===== config.mk =====
export PLATFORM = sky130hd
export DESIGN_NAME = format_directed_field_scanner_core_flat
export DESIGN_NICKNAME = d
export VERILOG_FILES = /design/src/hw/rtl/fdfs_pkg.sv /design/src/hw/rtl/fdfs_if.sv /design/src/hw/rtl/fdfs_front.sv /design/src/hw/rtl/fdfs_back.sv /design/src/hw/rtl/format_directed_field_scanner_core.sv /design/src/flat_wrapper.sv
export VERILOG_INCLUDE_DIRS = /design/src /design/src/hw/rtl
export SDC_FILE = /design/constraint.sdc
export NUM_CORES = 1
export LEC_CHECK = 0
export ABC_CLOCK_PERIOD_IN_PS = 11400
export BUFFER_PORTS_ARGS = -buffer_cell sky130_fd_sc_hd__buf_2
export CAP_MARGIN = 25
export CELL_PAD_IN_SITES_DETAIL_PLACEMENT = 0
export CELL_PAD_IN_SITES_GLOBAL_PLACEMENT = 1
export CORE_MARGIN = 2
export CORE_UTILIZATION = 50
export CTS_CLUSTER_SIZE = 30
export DETAILED_ROUTE_END_ITERATION = 12
export GPL_TIMING_DRIVEN = 0
export HOLD_SLACK_MARGIN = 0.06
export PLACE_DENSITY = 0.8
export SYNTH_ARGS = -nofsm -noshare
export SYNTH_HDL_FRONTEND = slang
export SYNTH_SLANG_ARGS = --single-unit

===== constraint.sdc =====
create_clock -name clk_i -period 11.4 [get_ports clk_i]
set_input_delay 0.57 -clock clk_i [delete_from_list [all_inputs] [get_ports clk_i]]
set_output_delay 0.57 -clock clk_i [all_outputs]
set_load 0.03 [all_outputs]

===== src/hw/rtl/assert_macros.svh =====
// assertion macros for the scanner core
`ifndef ASSERT_MACROS_SVH
`define ASSERT_MACROS_SVH

// property that must hold at every clock edge out of reset
`define ASSERT_AT(label, prop) \
  label: assert property (@(posedge clk_i) disable iff (!rst_ni) (prop)) \
    else $error("assertion failed");

// antecedent implies consequent in the same cycle
`define ASSERT_IMPL(label, ante, cons) \
  label: assert property (@(posedge clk_i) disable iff (!rst_ni) (ante) |-> (cons)) \
    else $error("assertion failed");

// antecedent implies consequent in the next cycle
`define ASSERT_NEXT(label, ante, cons) \
  label: assert property (@(posedge clk_i) disable iff (!rst_ni) (ante) |=> (cons)) \
    else $error("assertion failed");

`endif


===== src/hw/rtl/fdfs_pkg.sv =====
// package of the format directed field scanner: types, codes, helpers
`timescale 1ns / 1ps

package fdfs_pkg;

  localparam int FORMAT_CHARS = 32;
  localparam int CFG_W        = 64;
  localparam int CFG_IDX_W    = 3;
  localparam int FMT_WORDS    = 4;
  localparam int POS_W        = 6;
  localparam int CNT_W        = 5;
  localparam int VAL_W        = 32;

  localparam logic [CFG_IDX_W-1:0] REG_LENGTH = 3'd4;

  localparam logic [1:0] MODE_BYTE  = 2'd0;
  localparam logic [1:0] MODE_EOF   = 2'd1;
  localparam logic [1:0] MODE_START = 2'd2;

  localparam logic [7:0] CH_PLUS  = 8'h2B;
  localparam logic [7:0] CH_MINUS = 8'h2D;
  localparam logic [7:0] CH_ZERO  = 8'h30;
  localparam logic [7:0] CH_NINE  = 8'h39;
  localparam logic [7:0] CH_PCT   = 8'h25;
  localparam logic [7:0] CH_C     = 8'h63;
  localparam logic [7:0] CH_D     = 8'h64;
  localparam logic [7:0] CH_S     = 8'h73;
  localparam logic [7:0] CH_SPACE = 8'h20;
  localparam logic [7:0] CH_TAB   = 8'h09;
  localparam logic [7:0] CH_CR    = 8'h0D;

  typedef enum logic [2:0] {
    KIND_INT  = 3'd0,
    KIND_CHAR = 3'd1,
    KIND_SBYTE = 3'd2,
    KIND_SEND = 3'd3,
    KIND_DONE = 3'd4
  } kind_e;

  typedef enum logic [1:0] {
    OP_BYTE,
    OP_EOF,
    OP_START
  } op_e;

  typedef enum logic [2:0] {
    STEP_NONE  = 3'd0,
    STEP_WS    = 3'd1,
    STEP_DSKIP = 3'd2,
    STEP_DFIRST = 3'd3,
    STEP_DNUM  = 3'd4,
    STEP_SSKIP = 3'd5,
    STEP_SBODY = 3'd6
  } step_e;

  typedef enum logic [1:0] {
    BS_WAIT,
    BS_RUN,
    BS_FLUSH
  } bstate_e;

  typedef struct packed {
    op_e        op;
    logic [7:0] data;
  } item_t;

  typedef struct packed {
    kind_e            kind;
    logic [VAL_W-1:0] value;
    logic [CNT_W-1:0] conversions;
    logic             empty_input;
    logic             last;
  } res_t;

  function automatic logic is_ws(input logic [7:0] ch);
    return (ch == CH_SPACE) || ((ch >= CH_TAB) && (ch <= CH_CR));
  endfunction

  function automatic logic is_digit(input logic [7:0] ch);
    return (ch >= CH_ZERO) && (ch <= CH_NINE);
  endfunction

endpackage


===== src/hw/rtl/fdfs_if.sv =====
// valid/ready channel interfaces for input items and result items
`timescale 1ns / 1ps

interface fdfs_in_if;
  logic       valid;
  logic       ready;
  logic [1:0] mode;
  logic [7:0] in_byte;
  modport source (output valid, mode, in_byte, input ready);
  modport sink (input valid, mode, in_byte, output ready);
endinterface

interface fdfs_out_if;
  logic        valid;
  logic        ready;
  logic [2:0]  kind;
  logic signed [31:0] value;
  logic [4:0]  conversions;
  logic        empty_input;
  logic        last;
  modport source (output valid, kind, value, conversions, empty_input, last, input ready);
  modport sink (input valid, kind, value, conversions, empty_input, last, output ready);
endinterface


===== src/hw/rtl/fdfs_front.sv =====
// front end: accepts input beats, decodes the mode and queues the items
`timescale 1ns / 1ps

module fdfs_front import fdfs_pkg::*; (
  input  logic       clk_i,
  input  logic       rst_ni,
  input  logic       in_valid_i,
  output logic       in_ready_o,
  input  logic [1:0] in_mode_i,
  input  logic [7:0] in_byte_i,
  output logic       q_valid_o,
  output item_t      q_item_o,
  input  logic       q_pop_i
);

  item_t      slot_q [2];
  logic [1:0] fill_q, fill_d;
  logic       rd_q, rd_d;
  logic       wr_q, wr_d;
  logic       take, push, known;
  item_t      item;

  assign in_ready_o = (fill_q != 2'd2);
  assign take       = in_valid_i && in_ready_o;

  always_comb begin
    known     = 1'b1;
    item.data = in_byte_i;
    item.op   = OP_BYTE;
    unique case (in_mode_i)
      MODE_BYTE:  item.op = OP_BYTE;
      MODE_EOF:   item.op = OP_EOF;
      MODE_START: item.op = OP_START;
      default:    known = 1'b0;
    endcase
  end

  // mode three beats are taken and dropped here
  assign push = take && known;

  assign q_valid_o = (fill_q != 2'd0);
  assign q_item_o  = slot_q[rd_q];

  always_comb begin
    fill_d = fill_q;
    rd_d   = rd_q;
    wr_d   = wr_q;
    if (push) begin
      wr_d = ~wr_q;
    end
    if (q_pop_i && q_valid_o) begin
      rd_d = ~rd_q;
    end
    if (push && !(q_pop_i && q_valid_o)) begin
      fill_d = fill_q + 2'd1;
    end else if (!push && q_pop_i && q_valid_o) begin
      fill_d = fill_q - 2'd1;
    end
  end

  always_ff @(posedge clk_i or negedge rst_ni) begin
    if (!rst_ni) begin
      fill_q <= 2'd0;
      rd_q   <= 1'b0;
      wr_q   <= 1'b0;
    end else begin
      fill_q <= fill_d;
      rd_q   <= rd_d;
      wr_q   <= wr_d;
    end
  end

  always_ff @(posedge clk_i) begin
    if (push) begin
      slot_q[wr_q] <= item;
    end
  end

endmodule


===== src/hw/rtl/fdfs_back.sv =====
// back end: format registers, scan sequencer and result register
`timescale 1ns / 1ps

module fdfs_back import fdfs_pkg::*; (
  input  logic                 clk_i,
  input  logic                 rst_ni,
  input  logic                 cfg_we_i,
  input  logic [CFG_IDX_W-1:0] cfg_idx_i,
  input  logic [CFG_W-1:0]     cfg_data_i,
  input  logic                 q_valid_i,
  input  item_t                q_item_i,
  output logic                 q_pop_o,
  output logic                 out_valid_o,
  output res_t                 out_res_o,
  input  logic                 out_ready_i
);

  logic [CFG_W-1:0] fmt_q [FMT_WORDS];
  logic [POS_W-1:0] flen_q;
  logic [FMT_WORDS*CFG_W-1:0] fmt_vec;

  bstate_e state_q, state_d;
  logic             run_q, run_d;
  logic [POS_W-1:0] pos_q, pos_d;
  step_e            step_q, step_d;
  logic [VAL_W-1:0] acc_q, acc_d;
  logic             neg_q, neg_d;
  logic [7:0]       held_q, held_d;
  logic             hv_q, hv_d;
  logic [CNT_W-1:0] cnt_q, cnt_d;
  logic             seen_q, seen_d;
  logic             eof_q, eof_d;
  logic [1:0]       nres_q, nres_d;
  logic             pend_v_q, pend_v_d;
  res_t             pend_q, pend_d;
  logic             out_v_q, out_v_d;
  res_t             out_q, out_d;

  // one sequencer step
  logic             it_stop, it_emit, it_stall, slot_ok, out_free;
  kind_e            it_kind;
  logic [VAL_W-1:0] it_value;
  logic             it_empty;
  logic [POS_W-1:0] len, pos1;
  logic [7:0]       ch, conv;
  logic             have;
  logic [VAL_W-1:0] acc_x10;

  assign fmt_vec = {fmt_q[3], fmt_q[2], fmt_q[1], fmt_q[0]};
  assign len  = (flen_q > POS_W'(FORMAT_CHARS)) ? POS_W'(FORMAT_CHARS) : flen_q;
  assign pos1 = pos_q + POS_W'(1);
  assign ch   = fmt_vec[pos_q[4:0]*8 +: 8];
  assign conv = (pos1 < len) ? fmt_vec[pos1[4:0]*8 +: 8] : 8'd0;
  assign have = hv_q;
  assign acc_x10 = {acc_q[VAL_W-4:0], 3'b000} + {acc_q[VAL_W-2:0], 1'b0};

  assign out_free = !out_v_q || out_ready_i;
  assign slot_ok  = !pend_v_q || out_free;

  always_ff @(posedge clk_i or negedge rst_ni) begin
    if (!rst_ni) begin
      for (int i = 0; i < FMT_WORDS; i++) fmt_q[i] <= '0;
      flen_q <= '0;
    end else if (cfg_we_i) begin
      if (cfg_idx_i < REG_LENGTH) begin
        fmt_q[cfg_idx_i[1:0]] <= cfg_data_i;
      end else if (cfg_idx_i == REG_LENGTH) begin
        flen_q <= cfg_data_i[POS_W-1:0];
      end
    end
  end

  // next state
  always_comb begin
    state_d = state_q;
    unique case (state_q)
      BS_WAIT: begin
        if (q_valid_i) begin
          unique case (q_item_i.op)
            OP_START: state_d = hv_q ? BS_RUN : BS_WAIT;
            OP_BYTE:  state_d = run_q ? BS_RUN : BS_WAIT;
            OP_EOF:   state_d = !run_q ? BS_WAIT : (seen_q ? BS_RUN : BS_FLUSH);
            default:  state_d = BS_WAIT;
          endcase
        end
      end
      BS_RUN: begin
        if (!it_stall && it_stop) state_d = BS_FLUSH;
      end
      BS_FLUSH: begin
        if (!pend_v_q || out_free) state_d = BS_WAIT;
      end
      default: state_d = BS_WAIT;
    endcase
  end

  // sequencer step over the current format element
  always_comb begin
    it_stop  = 1'b0;
    it_emit  = 1'b0;
    it_kind  = KIND_DONE;
    it_value = '0;
    it_empty = 1'b0;
    run_d  = run_q;
    pos_d  = pos_q;
    step_d = step_q;
    acc_d  = acc_q;
    neg_d  = neg_q;
    hv_d   = hv_q;
    cnt_d  = cnt_q;
    if (!run_q) begin
      it_stop = 1'b1;
    end else if (step_q == STEP_NONE) begin
      if (pos_q >= len) begin
        it_emit = 1'b1;
      end else if (ch == CH_PCT) begin
        if (conv == CH_D) begin
          acc_d = '0; neg_d = 1'b0; step_d = STEP_DSKIP;
        end else if (conv == CH_S) begin
          step_d = STEP_SSKIP;
        end else if (conv != CH_C) begin
          it_emit = 1'b1;
        end else if (!have) begin
          if (eof_q) it_emit = 1'b1;
          else it_stop = 1'b1;
        end else begin
          hv_d = 1'b0;
          cnt_d = cnt_q + CNT_W'(1);
          it_emit = 1'b1; it_kind = KIND_CHAR; it_value = VAL_W'(held_q);
          pos_d = pos_q + POS_W'(2);
        end
      end else if (is_ws(ch)) begin
        step_d = STEP_WS;
      end else if (!have) begin
        if (eof_q) it_emit = 1'b1;
        else it_stop = 1'b1;
      end else if (held_q != ch) begin
        it_emit = 1'b1;
      end else begin
        hv_d = 1'b0;
        pos_d = pos1;
      end
    end else if (step_q == STEP_DNUM || step_q == STEP_SBODY) begin
      if (!have && !eof_q) begin
        it_stop = 1'b1;
      end else if (step_q == STEP_DNUM) begin
        if (have && is_digit(held_q)) begin
          acc_d = acc_x10 + VAL_W'(held_q - CH_ZERO);
          hv_d = 1'b0;
        end else begin
          cnt_d = cnt_q + CNT_W'(1);
          it_emit = 1'b1; it_kind = KIND_INT;
          it_value = neg_q ? (VAL_W'(0) - acc_q) : acc_q;
          pos_d = pos_q + POS_W'(2);
          step_d = STEP_NONE;
        end
      end else begin
        if (have && !is_ws(held_q)) begin
          it_emit = 1'b1; it_kind = KIND_SBYTE; it_value = VAL_W'(held_q);
          hv_d = 1'b0;
        end else begin
          cnt_d = cnt_q + CNT_W'(1);
          it_emit = 1'b1; it_kind = KIND_SEND;
          pos_d = pos_q + POS_W'(2);
          step_d = STEP_NONE;
        end
      end
    end else if (!have) begin
      if (eof_q) it_emit = 1'b1;
      else it_stop = 1'b1;
    end else begin
      unique case (step_q)
        STEP_WS: begin
          if (is_ws(held_q)) hv_d = 1'b0;
          else begin pos_d = pos1; step_d = STEP_NONE; end
        end
        STEP_DSKIP: begin
          if (is_ws(held_q)) hv_d = 1'b0;
          else begin
            if (held_q == CH_PLUS || held_q == CH_MINUS) begin
              neg_d = (held_q == CH_MINUS);
              hv_d = 1'b0;
            end
            step_d = STEP_DFIRST;
          end
        end
        STEP_DFIRST: begin
          if (!is_digit(held_q)) it_emit = 1'b1;
          else begin
            acc_d = VAL_W'(held_q - CH_ZERO);
            hv_d = 1'b0;
            step_d = STEP_DNUM;
          end
        end
        STEP_SSKIP: begin
          if (is_ws(held_q)) hv_d = 1'b0;
          else step_d = STEP_SBODY;
        end
        default: it_emit = 1'b1;
      endcase
    end
    // done result closes the scan
    if (run_q && it_emit && it_kind == KIND_DONE) begin
      it_stop = 1'b1;
      run_d = 1'b0;
      step_d = STEP_NONE;
    end
  end

  assign it_stall = it_emit && !slot_ok;

  // datapath and outputs
  always_comb begin
    q_pop_o  = 1'b0;
    held_d   = held_q;
    seen_d   = seen_q;
    eof_d    = eof_q;
    nres_d   = nres_q;
    pend_v_d = pend_v_q;
    pend_d   = pend_q;
    out_d    = out_q;
    out_v_d  = out_v_q && !out_ready_i;
    unique case (state_q)
      BS_WAIT: begin
        q_pop_o = q_valid_i;
        nres_d  = 2'd0;
        eof_d   = 1'b0;
        if (q_valid_i && q_item_i.op == OP_EOF && run_q) begin
          eof_d = 1'b1;
          if (!seen_q) begin
            pend_v_d = 1'b1;
            nres_d   = 2'd1;
          end
        end
      end
      BS_RUN: begin
        if (!it_stall && it_emit && nres_q != 2'd3) begin
          nres_d = nres_q + 2'd1;
          if (pend_v_q) begin
            out_d = pend_q; out_v_d = 1'b1;
          end
          pend_v_d = 1'b1;
          pend_d.kind = it_kind;
          pend_d.value = it_value;
          pend_d.conversions = cnt_d;
          pend_d.empty_input = it_empty;
          pend_d.last = 1'b0;
        end
      end
      BS_FLUSH: begin
        if (pend_v_q && out_free) begin
          out_d = pend_q; out_d.last = 1'b1; out_v_d = 1'b1;
          pend_v_d = 1'b0;
        end
      end
      default: ;
    endcase
  end

  always_ff @(posedge clk_i or negedge rst_ni) begin
    if (!rst_ni) begin
      state_q  <= BS_WAIT;
      run_q    <= 1'b0;
      pos_q    <= '0;
      step_q   <= STEP_NONE;
      acc_q    <= '0;
      neg_q    <= 1'b0;
      held_q   <= '0;
      hv_q     <= 1'b0;
      cnt_q    <= '0;
      seen_q   <= 1'b0;
      eof_q    <= 1'b0;
      nres_q   <= 2'd0;
      pend_v_q <= 1'b0;
      out_v_q  <= 1'b0;
    end else begin
      state_q  <= state_d;
      eof_q    <= eof_d;
      nres_q   <= nres_d;
      pend_v_q <= pend_v_d;
      out_v_q  <= out_v_d;
      if (state_q == BS_WAIT && q_valid_i) begin
        unique case (q_item_i.op)
          OP_START: begin
            run_q <= 1'b1; pos_q <= '0; step_q <= STEP_NONE;
            acc_q <= '0; neg_q <= 1'b0; cnt_q <= '0; seen_q <= hv_q;
          end
          OP_BYTE: begin
            if (run_q) begin
              if (!hv_q) begin
                held_q <= q_item_i.data; hv_q <= 1'b1;
              end
              seen_q <= 1'b1;
            end
          end
          OP_EOF: begin
            if (run_q && !seen_q) begin
              run_q <= 1'b0; step_q <= STEP_NONE;
            end
          end
          default: ;
        endcase
      end else if (state_q == BS_RUN && !it_stall) begin
        run_q  <= run_d;
        pos_q  <= pos_d;
        step_q <= step_d;
        acc_q  <= acc_d;
        neg_q  <= neg_d;
        hv_q   <= hv_d;
        cnt_q  <= cnt_d;
        held_q <= held_d;
      end
    end
  end

  always_ff @(posedge clk_i) begin
    out_q <= out_d;
    if (state_q == BS_WAIT && q_valid_i && q_item_i.op == OP_EOF && run_q && !seen_q) begin
      // empty input: done without any byte
      pend_q.kind        <= KIND_DONE;
      pend_q.value       <= '0;
      pend_q.conversions <= cnt_q;
      pend_q.empty_input <= 1'b1;
      pend_q.last        <= 1'b0;
    end else begin
      pend_q <= pend_d;
    end
  end

  assign out_valid_o = out_v_q;
  assign out_res_o   = out_q;

endmodule


===== src/hw/rtl/format_directed_field_scanner_core.sv =====
// top level of the format directed field scanner
`timescale 1ns / 1ps
`include "assert_macros.svh"

// Matches a byte stream against a stored format of up to 32 characters (scanf
// subset with %c, %d and %s). Write the four format words and the length while
// idle, send mode 2 to start a scan, then bytes (mode 0) and end of input
// (mode 1). Each input beat lands in a two-entry queue; the sequencer then
// steps once per cycle through format elements, holding a step that emits a
// result while the result slot is full. The back end takes no new beat until
// the last result of the current one has been flushed. Up to three results
// follow one beat, the final one flagged last; a scan ends with a done result
// that carries the conversion count.
module format_directed_field_scanner_core import fdfs_pkg::*; (
  input  logic                 clk_i,
  input  logic                 rst_ni,
  fdfs_in_if.sink              in_bus,
  fdfs_out_if.source           out_bus,
  input  logic                 cfg_we_i,
  input  logic [CFG_IDX_W-1:0] cfg_idx_i,
  input  logic [CFG_W-1:0]     cfg_data_i
);

  logic  q_valid, q_pop, out_valid;
  item_t q_item;
  res_t  out_res;

  fdfs_front u_front (
    .clk_i      (clk_i),
    .rst_ni     (rst_ni),
    .in_valid_i (in_bus.valid),
    .in_ready_o (in_bus.ready),
    .in_mode_i  (in_bus.mode),
    .in_byte_i  (in_bus.in_byte),
    .q_valid_o  (q_valid),
    .q_item_o   (q_item),
    .q_pop_i    (q_pop)
  );

  fdfs_back u_back (
    .clk_i       (clk_i),
    .rst_ni      (rst_ni),
    .cfg_we_i    (cfg_we_i),
    .cfg_idx_i   (cfg_idx_i),
    .cfg_data_i  (cfg_data_i),
    .q_valid_i   (q_valid),
    .q_item_i    (q_item),
    .q_pop_o     (q_pop),
    .out_valid_o (out_valid),
    .out_res_o   (out_res),
    .out_ready_i (out_bus.ready)
  );

  assign out_bus.valid       = out_valid;
  assign out_bus.kind        = out_res.kind;
  assign out_bus.value       = out_res.value;
  assign out_bus.conversions = out_res.conversions;
  assign out_bus.empty_input = out_res.empty_input;
  assign out_bus.last        = out_res.last;

  `ASSERT_IMPL(a_done_last, out_bus.valid && out_bus.kind == KIND_DONE, out_bus.last)
  `ASSERT_IMPL(a_empty_done, out_bus.valid && out_bus.empty_input, out_bus.kind == KIND_DONE)
  `ASSERT_AT(a_conv_range, !out_bus.valid || out_bus.conversions <= 5'd16)
  `ASSERT_NEXT(a_out_hold, out_bus.valid && !out_bus.ready, out_bus.valid)

endmodule

===== src/flat_wrapper.sv =====
// flat-port wrapper written by rule: the top's interface ports become plain ports
module format_directed_field_scanner_core_flat import fdfs_pkg::*;
  (clk_i, rst_ni, cfg_we_i, cfg_idx_i, cfg_data_i, in_bus_valid, in_bus_mode, in_bus_in_byte, in_bus_ready, out_bus_valid, out_bus_kind, out_bus_value, out_bus_conversions, out_bus_empty_input, out_bus_last, out_bus_ready);
  fdfs_in_if in_bus_i ();
  fdfs_out_if out_bus_i ();
  input  logic clk_i;
  input  logic rst_ni;
  input  logic cfg_we_i;
  input  logic [CFG_IDX_W-1:0] cfg_idx_i;
  input  logic [CFG_W-1:0] cfg_data_i;
  input wire logic [$bits(in_bus_i.valid)-1:0] in_bus_valid;
  input wire logic [$bits(in_bus_i.mode)-1:0] in_bus_mode;
  input wire logic [$bits(in_bus_i.in_byte)-1:0] in_bus_in_byte;
  output wire logic [$bits(in_bus_i.ready)-1:0] in_bus_ready;
  output wire logic [$bits(out_bus_i.valid)-1:0] out_bus_valid;
  output wire logic [$bits(out_bus_i.kind)-1:0] out_bus_kind;
  output wire logic [$bits(out_bus_i.value)-1:0] out_bus_value;
  output wire logic [$bits(out_bus_i.conversions)-1:0] out_bus_conversions;
  output wire logic [$bits(out_bus_i.empty_input)-1:0] out_bus_empty_input;
  output wire logic [$bits(out_bus_i.last)-1:0] out_bus_last;
  input wire logic [$bits(out_bus_i.ready)-1:0] out_bus_ready;
  assign in_bus_i.valid = in_bus_valid;
  assign in_bus_i.mode = in_bus_mode;
  assign in_bus_i.in_byte = in_bus_in_byte;
  assign in_bus_ready = in_bus_i.ready;
  assign out_bus_valid = out_bus_i.valid;
  assign out_bus_kind = out_bus_i.kind;
  assign out_bus_value = out_bus_i.value;
  assign out_bus_conversions = out_bus_i.conversions;
  assign out_bus_empty_input = out_bus_i.empty_input;
  assign out_bus_last = out_bus_i.last;
  assign out_bus_i.ready = out_bus_ready;
  format_directed_field_scanner_core u_core (.clk_i(clk_i), .rst_ni(rst_ni), .in_bus(in_bus_i), .out_bus(out_bus_i), .cfg_we_i(cfg_we_i), .cfg_idx_i(cfg_idx_i), .cfg_data_i(cfg_data_i));
endmodule

Word level (Yosys, flattened, before mapping)
Memories as Yosys holds them, arrays and structs flattened.
Cells that the tools add are included.

storage, ports and cells
  bits in registers = 414
  RAM bits = 20
  output and inout port bits = 44
  logic and storage cells = 439
  memories = 1

memories
  memory                 depth  width  rd ports  clocked after Yosys merged registers in  wr ports  RTL line          source
  u_core.u_front.slot_q  2      10     1         0                                        1         fdfs_front.sv:16  item_t slot_q [2];

operators by class
  add/sub/neg operators = 10
  order comparisons = 12
  equal/unequal tests = 68
  shift operators = 2
  muxes and demuxes = 219
  bitwise operators = 5
  reductions and logical operators = 91

operator list
  kind                                                number
  two-way mux 32 bit                                  22
  variable part select 256 x 9 -> 8 bit               2
  bitwise mux 256 bit                                 1
  two-way mux 6 bit                                   23
  demux 64 bit (select 2 bit)                         1
  two-way mux 42 bit                                  3
  two-way mux 3 bit                                   33
  two-way mux 1 bit                                   87
  case mux 42 bit (2 select lines)                    1
  two-way mux 5 bit                                   16
  adder 32 bit                                        2
  two-way mux 64 bit                                  1
  two-way mux 8 bit                                   8
  == test 8 x 6 -> 1 bit (second input constant)      5
  != test 4 x 3 -> 1 bit (second input constant)      8
  subtractor 1 x 32 -> 32 bit (first input constant)  1
  logical AND 1 bit                                   29
  != test 6 bit (second input constant)               4
  != test 2 bit (second input constant)               11
  AND reduction 11 bit                                2
  two-way mux 7 bit                                   3
  nonzero test 2 bit                                  10
  AND reduction 17 bit                                1
  == test 8 x 7 -> 1 bit (second input constant)      2
  58 further kinds                                    131

Logic depth before layout (Yosys ltp)
Gate-level depths: netlist of the first run.

  word-level depth = 19
  gate-level depth with buffers = 21

By module
From an unflattened synthesis of the first run, not the netlist that was laid out.

unflattened totals
  cells, all modules = 1997
  area, all modules = 24558.6 µm²

by module, submodules not included
  module      instances  cells each  area each (µm²)
  fdfs_back   1          1942        23597.6
  fdfs_front  1          55          960.9

Least setup slack after synthesis of the first run
No wires, ideal clock.

  path type = reg2reg
  from = reg u_core.u_back.held_q[4] (netlist: u_core.u_back.held_d[4])
  to = reg u_core.u_back.acc_q[27]
  library setup time = 0.127 ns
  arrival = 7.255 ns
  required time = 11.273 ns
  setup slack = 4.018 ns
  cell stages (with the launch flop) = 15
  buffers on the path = 0
  cells stage by stage = dfrtp_1 -> ha_1 -> nor3_1 -> fa_1 -> ha_1 -> a211o_1 -> a211o_1 -> a221oi_1 -> nor3_1 -> o21ai_0 -> nand3_1 -> a31oi_1 -> xor2_1 -> a21oi_1 -> mux2_1

between the ends
  longest elaborated chain between the ends = 14
  elaborated cells on any way between the ends = 39
  those cells by class = add/sub (2); order compare (2); eq/ne (2); mux (25); reduce/logical (8)

RTL lines
  what                                                                   RTL line          source
  start: declaration                                                     fdfs_back.sv:28   logic [7:0] held_q, held_d;
  start signal: assignment                                               fdfs_back.sv:311  held_q <= held_d;
  parallel branches: the longest is 14 deep, another holds adder 32 bit  --
  end signal: assignment                                                 fdfs_back.sv:266  acc_q <= '0;
  end signal: assignment                                                 fdfs_back.sv:286  acc_q <= '0; neg_q <= 1'b0; cnt_q <= '0; seen_q <= hv_q;
  end signal: assignment                                                 fdfs_back.sv:307  acc_q <= acc_d;
  end: declaration                                                       fdfs_back.sv:26   logic [VAL_W-1:0] acc_q, acc_d;

Parallel ways; which one is timed is not known. The select of a mux whose other input is x is not followed.
A chain may end at the register's enable or synchronous reset.

Worst setup path after layout of the first run
  from = reg u_core.u_back.pos_q[1]
  to = reg u_core.u_back.out_res_o[37] (netlist name)

between the ends
  longest elaborated chain between the ends = 17
  elaborated cells on any way between the ends = 32
  those cells by class = add/sub (1); order compare (4); eq/ne (7); shift (2); mux (11); reduce/logical (7)

RTL lines
  what                                                                                        RTL line          source
  start: declaration                                                                          fdfs_back.sv:24   logic [POS_W-1:0] pos_q, pos_d;
  start signal: assignment                                                                    fdfs_back.sv:305  pos_q <= pos_d;
  adder 6 x 1 -> 6 bit                                                                        fdfs_back.sv:51   assign pos1 = pos_q + POS_W'(1);
  variable part select 256 x 9 -> 8 bit / less-than comparator 6 bit (equally long branches)  fdfs_back.sv:53   assign conv = (pos1 < len) ? fmt_vec[pos1[4:0]*8 +: 8] : 8'd0;
  two-way mux 8 bit                                                                           fdfs_back.sv:53
  != test 8 x 7 -> 1 bit                                                                      fdfs_back.sv:121  end else if (conv != CH_C) begin
  two-way mux 1 bit                                                                           fdfs_back.sv:121
  two-way mux 1 bit                                                                           fdfs_back.sv:119  end else if (conv == CH_S) begin
  two-way mux 1 bit                                                                           fdfs_back.sv:117  if (conv == CH_D) begin
  two-way mux 1 bit                                                                           fdfs_back.sv:116  end else if (ch == CH_PCT) begin
  two-way mux 1 bit *                                                                         fdfs_back.sv:114  if (pos_q >= len) begin
  two-way mux 1 bit *                                                                         fdfs_back.sv:113  end else if (step_q == STEP_NONE) begin
  two-way mux 1 bit *                                                                         fdfs_back.sv:111  if (!run_q) begin
  logical AND 1 bit                                                                           fdfs_back.sv:210  assign it_stall = it_emit && !slot_ok;
  logical NOT 1 bit                                                                           fdfs_back.sv:237  if (!it_stall && it_emit && nres_q != 2'd3) begin
  logical AND 1 bit * (2 in series)                                                           fdfs_back.sv:237
  != test 2 bit (no source line) *                                                            --
  AND reduction 4 bit (no source line) *                                                      --

Mark *: on every way between the ends. The rest lies on a longest branch, timed or not.

==> results of run 1 <==
## metal layers
metal  share of wire (%)  wire, µm  global-route usage (%)
met4                 5.3      3970                    15.0
met1                  40     29500                    36.4
met2                  49     36500                    50.6
met5                   0         0                       0
met3                 5.9      4350                    4.65
## per-stage QoR
step                      setup slack, ns  cells
final                                6.07   2906
after global routing                 5.76   2904
after CTS                            6.10   2904
after detailed placement             6.15   2816
after global placement               2.51   2806
after floorplan                      4.02   2017
## flip-flops by register name, indices dropped and copies added, names as in the netlist, 2 cells and up
register                 count
u_core.u_back.fmt_q        256
u_core.u_back.out_res_o     42
u_core.u_back.pend_q        41
u_core.u_back.acc_q         32
u_core.u_front.slot_q       20
u_core.u_back.held_d         8
u_core.u_back.flen_q         6
u_core.u_back.pos_q          6
u_core.u_back.cnt_q          5
u_core.u_back.step_q         3
u_core.u_back.nres_q         2
u_core.u_back.state_q        2
u_core.u_front.fill_q        2
## placed cells by master, fill, tap and decap left out, drive strengths merged, types with 9 or more instances in the layout
master and n:
dfrtp 331, mux2 277, buf 193, nand2 144, clkbuf 122, mux4 101
a21oi 93, o21ai 90, nor2 73, edfxtp 67, inv 65, ha 55
mux2i 54, nand3 42, xnor2 40, xor2 37, dfxtp 36, o2bb2ai 35
a22oi 32, fa 29, a21o 26, nor3 23, nor2b 19, o221ai 19
or3 17, o32ai 16, nand2b 13, o31ai 12, o22ai 11, clkinv 11
nor4 10, and3 10, a211oi 10, or2 10, nand4 9, a31oi 9
## path summary, 6_finish.rpt
kind | cells past startpoint | start | slack, ns | endpoint
worst max register to register | 17 | u_core.u_back.pos_q[1]$_DFFE_PN0P_ | 6.07 | u_core.u_back.out_res_o[37]$_DFFE_PP_
max in group asynchronous | 3 | rst_ni | 9.59 | u_core.u_back.fmt_q[180]$_DFFE_PN0P_
worst max-delay path | 17 | u_core.u_back.pos_q[1]$_DFFE_PN0P_ | 6.07 | u_core.u_back.out_res_o[37]$_DFFE_PP_
worst min register to register | 0 | u_core.u_back.pend_q[2]$_DFFE_PP_ | 0.42 | u_core.u_back.out_res_o[2]$_DFFE_PP_
worst min-delay path | 1 | in_bus_in_byte[6] | 0.16 | u_core.u_front.slot_q[0][6]$_DFFE_PP_
min in group asynchronous | 2 | rst_ni | 0.64 | u_core.u_back.pend_v_q$_DFFE_PN0P_
## critical path: cells and delay by family, from the launching register on
kind                     cells  cell delay [ns]
buffers and inverters        6             1.95
AO/OA/AOI/OAI                6             1.39
flip-flops                   1             0.46
AND/OR/NAND/NOR              3             0.42
multiplexers                 1             0.41
adder cells (fa/ha/maj)      1             0.34
## power by group through the flow
stage	registers, W	clock network [W]	logic, W
6_report	0.00225	0.00167	0.00446
4_1_cts	0.00224	0.00169	0.00444
5_1_grt	0.00229	0.00175	0.00486
3_3_place_gp	0.00225	0	0.00431
2_1_floorplan	0.00220	0	0.00324
3_5_place_dp	0.00227	0	0.00440
## cell families (layout without fill, tap and decap cells)
kind of cell	count (synthesis)	after routing	share of synthesized area (%)
flops	434	434	44.5
mux	432	432	24.1
xor+xnor	77	77	2.73
compound gates	414	414	11.7
other cells	0	2	0
simple gates	396	396	7.92
buf+inv	180	403	3.85
fa+ha+maj	84	84	5.13
## layout make-up
cell class	count	area share [%]
multi-input combinational	1403	45.5
sequential	434	39.2
clock buffer	61	4.63
tap	664	2.96
timing repair buffer	136	2.88
buffer	119	2.57
clock inverter	26	1.34
inverter	61	0.816
antenna	2	0.0178
==> qor.csv, run 1 <==
stage,metric,value,unit
outcome,status,"finished, final reports clean",
detailed_routing,final WL,74.3,mm
clock_tree,clock buffers created by TritonCTS,47,
critical_path,"critical path, cell by cell","ha_1, buf_2, buf_2, buf_2, mux4_2, nor2_1, nor2_1, o2111a_1, and4_1, o21ai_2, a31oi_2, o21ai_1, buf_2, a21oi_1, a211oi_4, buf_8, buf_8",
placed_design,HPWL Detailed,54.0,mm
floorplan,die area,0.0513,mm²
clock_tree,CTS Buffer Depth,3,
yosys,post-synth top area cell,dfrtp_1,
sta,Max Slew Vio Count,0,
floorplan,Horiz. Die Dim,226,µm
finish,layout cells sized above 1,29.7,%
yosys,number of flops mapped to enable cells by yosys,67,
yosys,Avg Synthesized Cell Area,12.3,µm²
sta,Final period util,46.7,%
critical_path,Slowest cell on crit path,buf_2,
critical_path,Worst Path Required,11.70,ns
yosys,Most used DFF post-synth,dfrtp_1,
sta,final hold slack,0.155,ns
grt,GR Util All Layers,29.6,%
grt,vias in the first global route,18600,
floorplan,Core ar.,0.0488,mm²
yosys,Yosys reg bits,434,
detailed_routing,drt via density,6.24,
power,Gate power share,53.2,%
yosys,top-count cell post-synth,dfrtp_1,
finish,Area Overhead vs Synth,13.5,%
detailed_routing,Routed Antenna Nets,0,
clock_tree,Setup Buffers After CTS,0,
power,Tot Pwr,0.00838,W
power,Clock power frac,19.9,%
clock_tree,PostCTS Resize Cnt,0,
critical_path,"slowest stage delay, CP",0.47,ns
placed_design,Port Buffers,125,
yosys,"top cells by area, synth","dfrtp_1 (33%), mux2_2 (12%), mux4_2 (8.3%)",
yosys,most frequent cells after synthesis,"dfrtp_1 (331), mux2_2 (258), nand2_1 (143), mux4_2 (91), a21oi_1 (90)",
sta,fmax,188,MHz
sta,Final Hold Viols,0,
detailed_routing,drt wl/cell,25.6,µm
finish,Multi-input gate area,0.0128,mm²
sta,fin crit period,5.33,ns
yosys,Unique masters post-synth,91,
grt,first-pass GRT wire length,113,mm
critical_path,startpoint types,register,
detailed_routing,via count,18100,
critical_path,crit-path max FO,23,
min_path,Worst Hold Class,in2reg,
finish,fillers,4137,
sta,Worst-Margin Slew,1.16,ns
yosys,Async SR Flop Fraction,76.3,%
critical_path,crit path capture type,register,
power,Sw Ratio,42.2,%
grt,initial antenna violation count,1,
detailed_routing,drt pass-1 iters,5,
critical_path,Critical Path AT,5.63,ns
power,Pleak,11.6,nW
clock_tree,CTS tree,done,
sta,Final setup viols,0,
power,share of power burned in registers,26.9,%
placed_design,Final GP Congestion,0.947,
clock_tree,clk_lat worst skew,0.61,ns
floorplan,io pins,126,
clock_tree,H-tree levels,2,
clock_tree,Root Buffer,clkbuf_16,
sta,setup_tns,0,ns
yosys,yosys warns,0,
yosys,Post-Syn Area,0.0247,mm²
power,Worst VDD drop,0.148,mV
finish,NumNets Final,2368,
floorplan,Die Height,226,µm
grt,Congestion Overflow GR,0,
yosys,Syn Nets,2183,
clock_tree,CTS Hold Bufs,1,
critical_path,Crit Path Class,reg2reg,
floorplan,Initial Util,50.6,%
finish,"Design Area, Final",0.0281,mm²
finish,register area,0.0110,mm²
sta,slew margin rel.,22.7,%
critical_path,CP most frequent cell,buf_2,
yosys,top-area cell type share of the netlist area,33.5,%
clock_tree,"CTS clk-pin slew, worst paths",0.07,ns
grt,pin count of the biggest net entering global routing,114,
run,Max Cap Viol,0,
floorplan,row cnt,81,
sta,Layout Skew,0.0164,ns
yosys,post-synthesis cell count,2017,
detailed_routing,DRC errors left,0,
clock_tree,clk sink count,434,
sta,RSZ-0062 raised after global routing,no,
yosys,post-synthesis sequential area ratio,44.5,%
finish,final core utilization,57.5,%
power,Switching Power,0.00354,W
placed_design,Placed Area,0.0264,mm²
power,Power Internal,0.00484,W
power,PwrDens,299,mW/mm²
detailed_routing,Iter 0 DRT Violations,1259,
Power figures use the tool's default switching activity.
==> run 2: changes to the inputs <==
--- a/config.mk
+++ b/config.mk
@@ -6,18 +6,18 @@
 export SDC_FILE = /design/constraint.sdc
 export NUM_CORES = 1
 export LEC_CHECK = 0
-export ABC_CLOCK_PERIOD_IN_PS = 11400
+export ABC_CLOCK_PERIOD_IN_PS = 4400
 export BUFFER_PORTS_ARGS = -buffer_cell sky130_fd_sc_hd__buf_2
 export CAP_MARGIN = 25
 export CELL_PAD_IN_SITES_DETAIL_PLACEMENT = 0
 export CELL_PAD_IN_SITES_GLOBAL_PLACEMENT = 1
 export CORE_MARGIN = 2
-export CORE_UTILIZATION = 50
+export CORE_UTILIZATION = 46
 export CTS_CLUSTER_SIZE = 30
 export DETAILED_ROUTE_END_ITERATION = 12
 export GPL_TIMING_DRIVEN = 0
 export HOLD_SLACK_MARGIN = 0.06
-export PLACE_DENSITY = 0.8
+export PLACE_DENSITY = 0.78
 export SYNTH_ARGS = -nofsm -noshare
 export SYNTH_HDL_FRONTEND = slang
 export SYNTH_SLANG_ARGS = --single-unit
==> constraint.sdc (replaced) <==
create_clock -name clk_i -period 4.4 [get_ports clk_i]
set_input_delay 0.22 -clock clk_i [delete_from_list [all_inputs] [get_ports clk_i]]
set_output_delay 0.22 -clock clk_i [all_outputs]
set_load 0.03 [all_outputs]
==> run 2 against run 1 <==
Against the previous run: clock power grew to 2.6 times the previous value; final area grew 6.8%; sequential share of layout area shrank 2.5 points; fmax grew 23%; clock skew grew 0.024 ns; cell count grew 5.0%; first-iteration DRC count grew 3.8%; largest cell class unchanged; largest power group unchanged.
==> qor.csv, run 2 (synthesized netlist as in run 1, its figures left out) <==
stage,metric,value,unit
outcome,status,"finished, final reports clean",
sta,Final Hold Viols,0,
floorplan,die area,0.0556,mm²
power,Clock power frac,18.6,%
finish,antenna cells,0,
floorplan,Horiz. Die Dim,236,µm
power,Power Internal,0.0134,W
power,share of power burned in registers,25.5,%
grt,vias in the first global route,19200,
clock_tree,CTS Buffer Depth,3,
sta,RSZ-0062 raised after global routing,yes,
detailed_routing,Routed Antenna Nets,0,
placed_design,HPWL Detailed,54.1,mm
grt,Congestion Overflow GR,0,
critical_path,crit path capture type,register,
clock_tree,CTS tree,done,
sta,Layout Skew,0.0402,ns
sta,fmax,231,MHz
sta,Final period util,98.5,%
critical_path,crit-path max FO,10,
detailed_routing,drt via density,6.09,
placed_design,Setup WS pre-CTS,-0.850,ns
detailed_routing,drt pass-1 iters,5,
sta,setup_tns,0,ns
power,Pleak,12.3,nW
clock_tree,Root Buffer,clkbuf_16,
sta,fin crit period,4.34,ns
power,Gate power share,55.9,%
critical_path,Worst Path Required,4.70,ns
floorplan,Core ar.,0.0529,mm²
power,PwrDens,767,mW/mm²
sta,setup slack after layout,0.0645,ns
grt,pin count of the biggest net entering global routing,122,
detailed_routing,DRC errors left,0,
critical_path,Critical Path AT,4.63,ns
power,Worst VDD drop,0.373,mV
finish,"Cell Count, Final, Fillers Out",3050,
floorplan,Initial Util,46.8,%
clock_tree,clk sink count,434,
run,Max Cap Viol,0,
sta,Worst-Margin Slew,1.11,ns
critical_path,startpoint types,register,
grt,first-pass GRT wire length,116,mm
detailed_routing,final WL,76.4,mm
power,Switching Power,0.00961,W
detailed_routing,Iter 0 DRT Violations,1307,
finish,layout cells sized above 1,33.0,%
finish,Top reg by flops,u_core.u_back.fmt_q,
placed_design,Final GP Congestion,0.935,
finish,"commonest non-fill, non-tap cell in the layout",dfrtp_1,
grt,GR Util All Layers,27.3,%
min_path,Worst Hold Class,in2reg,
detailed_routing,drt wl/cell,25.1,µm
clock_tree,"CTS clk-pin slew, worst paths",0.07,ns
floorplan,io pins,126,
finish,Area Overhead vs Synth,21.2,%
finish,max FFs per register,256,
clock_tree,clk_lat worst skew,0.61,ns
sta,slew margin rel.,25.9,%
floorplan,row cnt,84,
power,Sw Ratio,41.8,%
clock_tree,H-tree levels,2,
finish,NumNets Final,2488,
clock_tree,clock buffers created by TritonCTS,48,
placed_design,placed cell count,2839,
critical_path,Crit Path Class,reg2reg,
placed_design,Port Buffers,125,
sta,Max Slew Vio Count,0,
sta,Final setup viols,0,
grt,initial antenna violation count,0,
detailed_routing,via count,18600,
finish,most frequent cells in the layout,"dfrtp_1 (326), mux2_2 (258), nand2_1 (139), buf_2 (132), mux4_2 (92)",
floorplan,Die Height,236,µm
-- run 2: what timing repair did --
item / 4_1_cts / 5_1_grt
gates resized for setup: 89 / 45
pin swaps: 5 / 16
buffers inserted: 6 / 34
endpoints found under the setup margin: 143 / 134
endpoints found under the hold margin: 375 / 0
gates cloned: 1 / 3
hold buffers: 78 / 0
-- run 2: power by group through the flow --
| stage | clock network [W] | logic (W) | registers (W) |
|---|---|---|---|
| 5_1_grt | 0.00446 | 0.0139 | 0.00597 |
| 3_5_place_dp | 0 | 0.0118 | 0.00589 |
| 3_3_place_gp | 0 | 0.0115 | 0.00583 |
| 6_report | 0.00427 | 0.0128 | 0.00587 |
| 2_1_floorplan | 0 | 0.00869 | 0.00569 |
| 4_1_cts | 0.00431 | 0.0123 | 0.00582 |
-- run 2: area by class of cell --
type,count,area (µm²)
Buffer,118,973
Clock buffer,66,1350
Clock inverter,24,318
Fill cell,4429,22900
Inverter,61,229
Multi-Input combinational cell,1403,13200
Sequential cell,434,11000
Tap cell,688,861
Timing Repair Buffer,256,2060
-- run 2: path summary, 6_finish.rpt --
kind | start | endpoint | slack [ns] | cells after the start
max reg2reg | u_core.u_back.pos_q[0]$_DFFE_PN0P_ | u_core.u_back.out_res_o[5]$_DFFE_PP_ | 0.06 | 17
max in group asynchronous | rst_ni | u_core.u_back.fmt_q[188]$_DFFE_PN0P_ | 2.54 | 4
min reg2reg | u_core.u_back.pend_q[6]$_DFFE_PP_ | u_core.u_back.out_res_o[6]$_DFFE_PP_ | 0.42 | 0
min | cfg_idx_i[1] | u_core.u_back.flen_q[5]$_DFFE_PN0P_ | 0.18 | 4
min in group asynchronous | rst_ni | u_core.u_back.out_valid_o$_DFF_PN0_ | 0.26 | 2
max | u_core.u_back.pos_q[0]$_DFFE_PN0P_ | u_core.u_back.out_res_o[5]$_DFFE_PP_ | 0.06 | 17
-- run 2: worst max-delay path: stages (launching register included) --
cell       delay, ns
dfrtp_2         0.44
buf_8           0.15
buf_12          0.14
buf_12          0.11
mux4_1          0.57
a21oi_2         0.30
a22oi_2         0.09
buf_4           0.17
nand2_2         0.10
or3_1           0.15
a31oi_1         0.15
or4b_4          0.59
o21ai_2         0.11
buf_6           0.18
a21oi_4         0.08
a211oi_4        0.34
buf_12          0.17
clkbuf_16       0.16
-- run 2: stage by stage --
| step | hold slack (ns) | utilization (%) | total power (W) | area, µm² |
|---|---|---|---|---|
| floorplan | -0.0756 | - | 0.0144 | 24900 |
| global placement | 0.407 | 49.9 | 0.0173 | 26400 |
| detailed placement | 0.317 | 50.2 | 0.0176 | 26600 |
| CTS | 0.141 | 55.7 | 0.0224 | 29400 |
| global route | 0.216 | 56.7 | 0.0243 | 30000 |
| finish | 0.179 | 56.7 | 0.0230 | 30000 |
-- run 2: routing by layer --
layer	GRT usage [%]	vias to the layer above	routed length [µm]
met5	0	-	0
met4	12.8	0	3710
met3	4.69	195	4690
met2	46.1	724	37100
met1	34.3	9416	30900
li1	-	8230	-
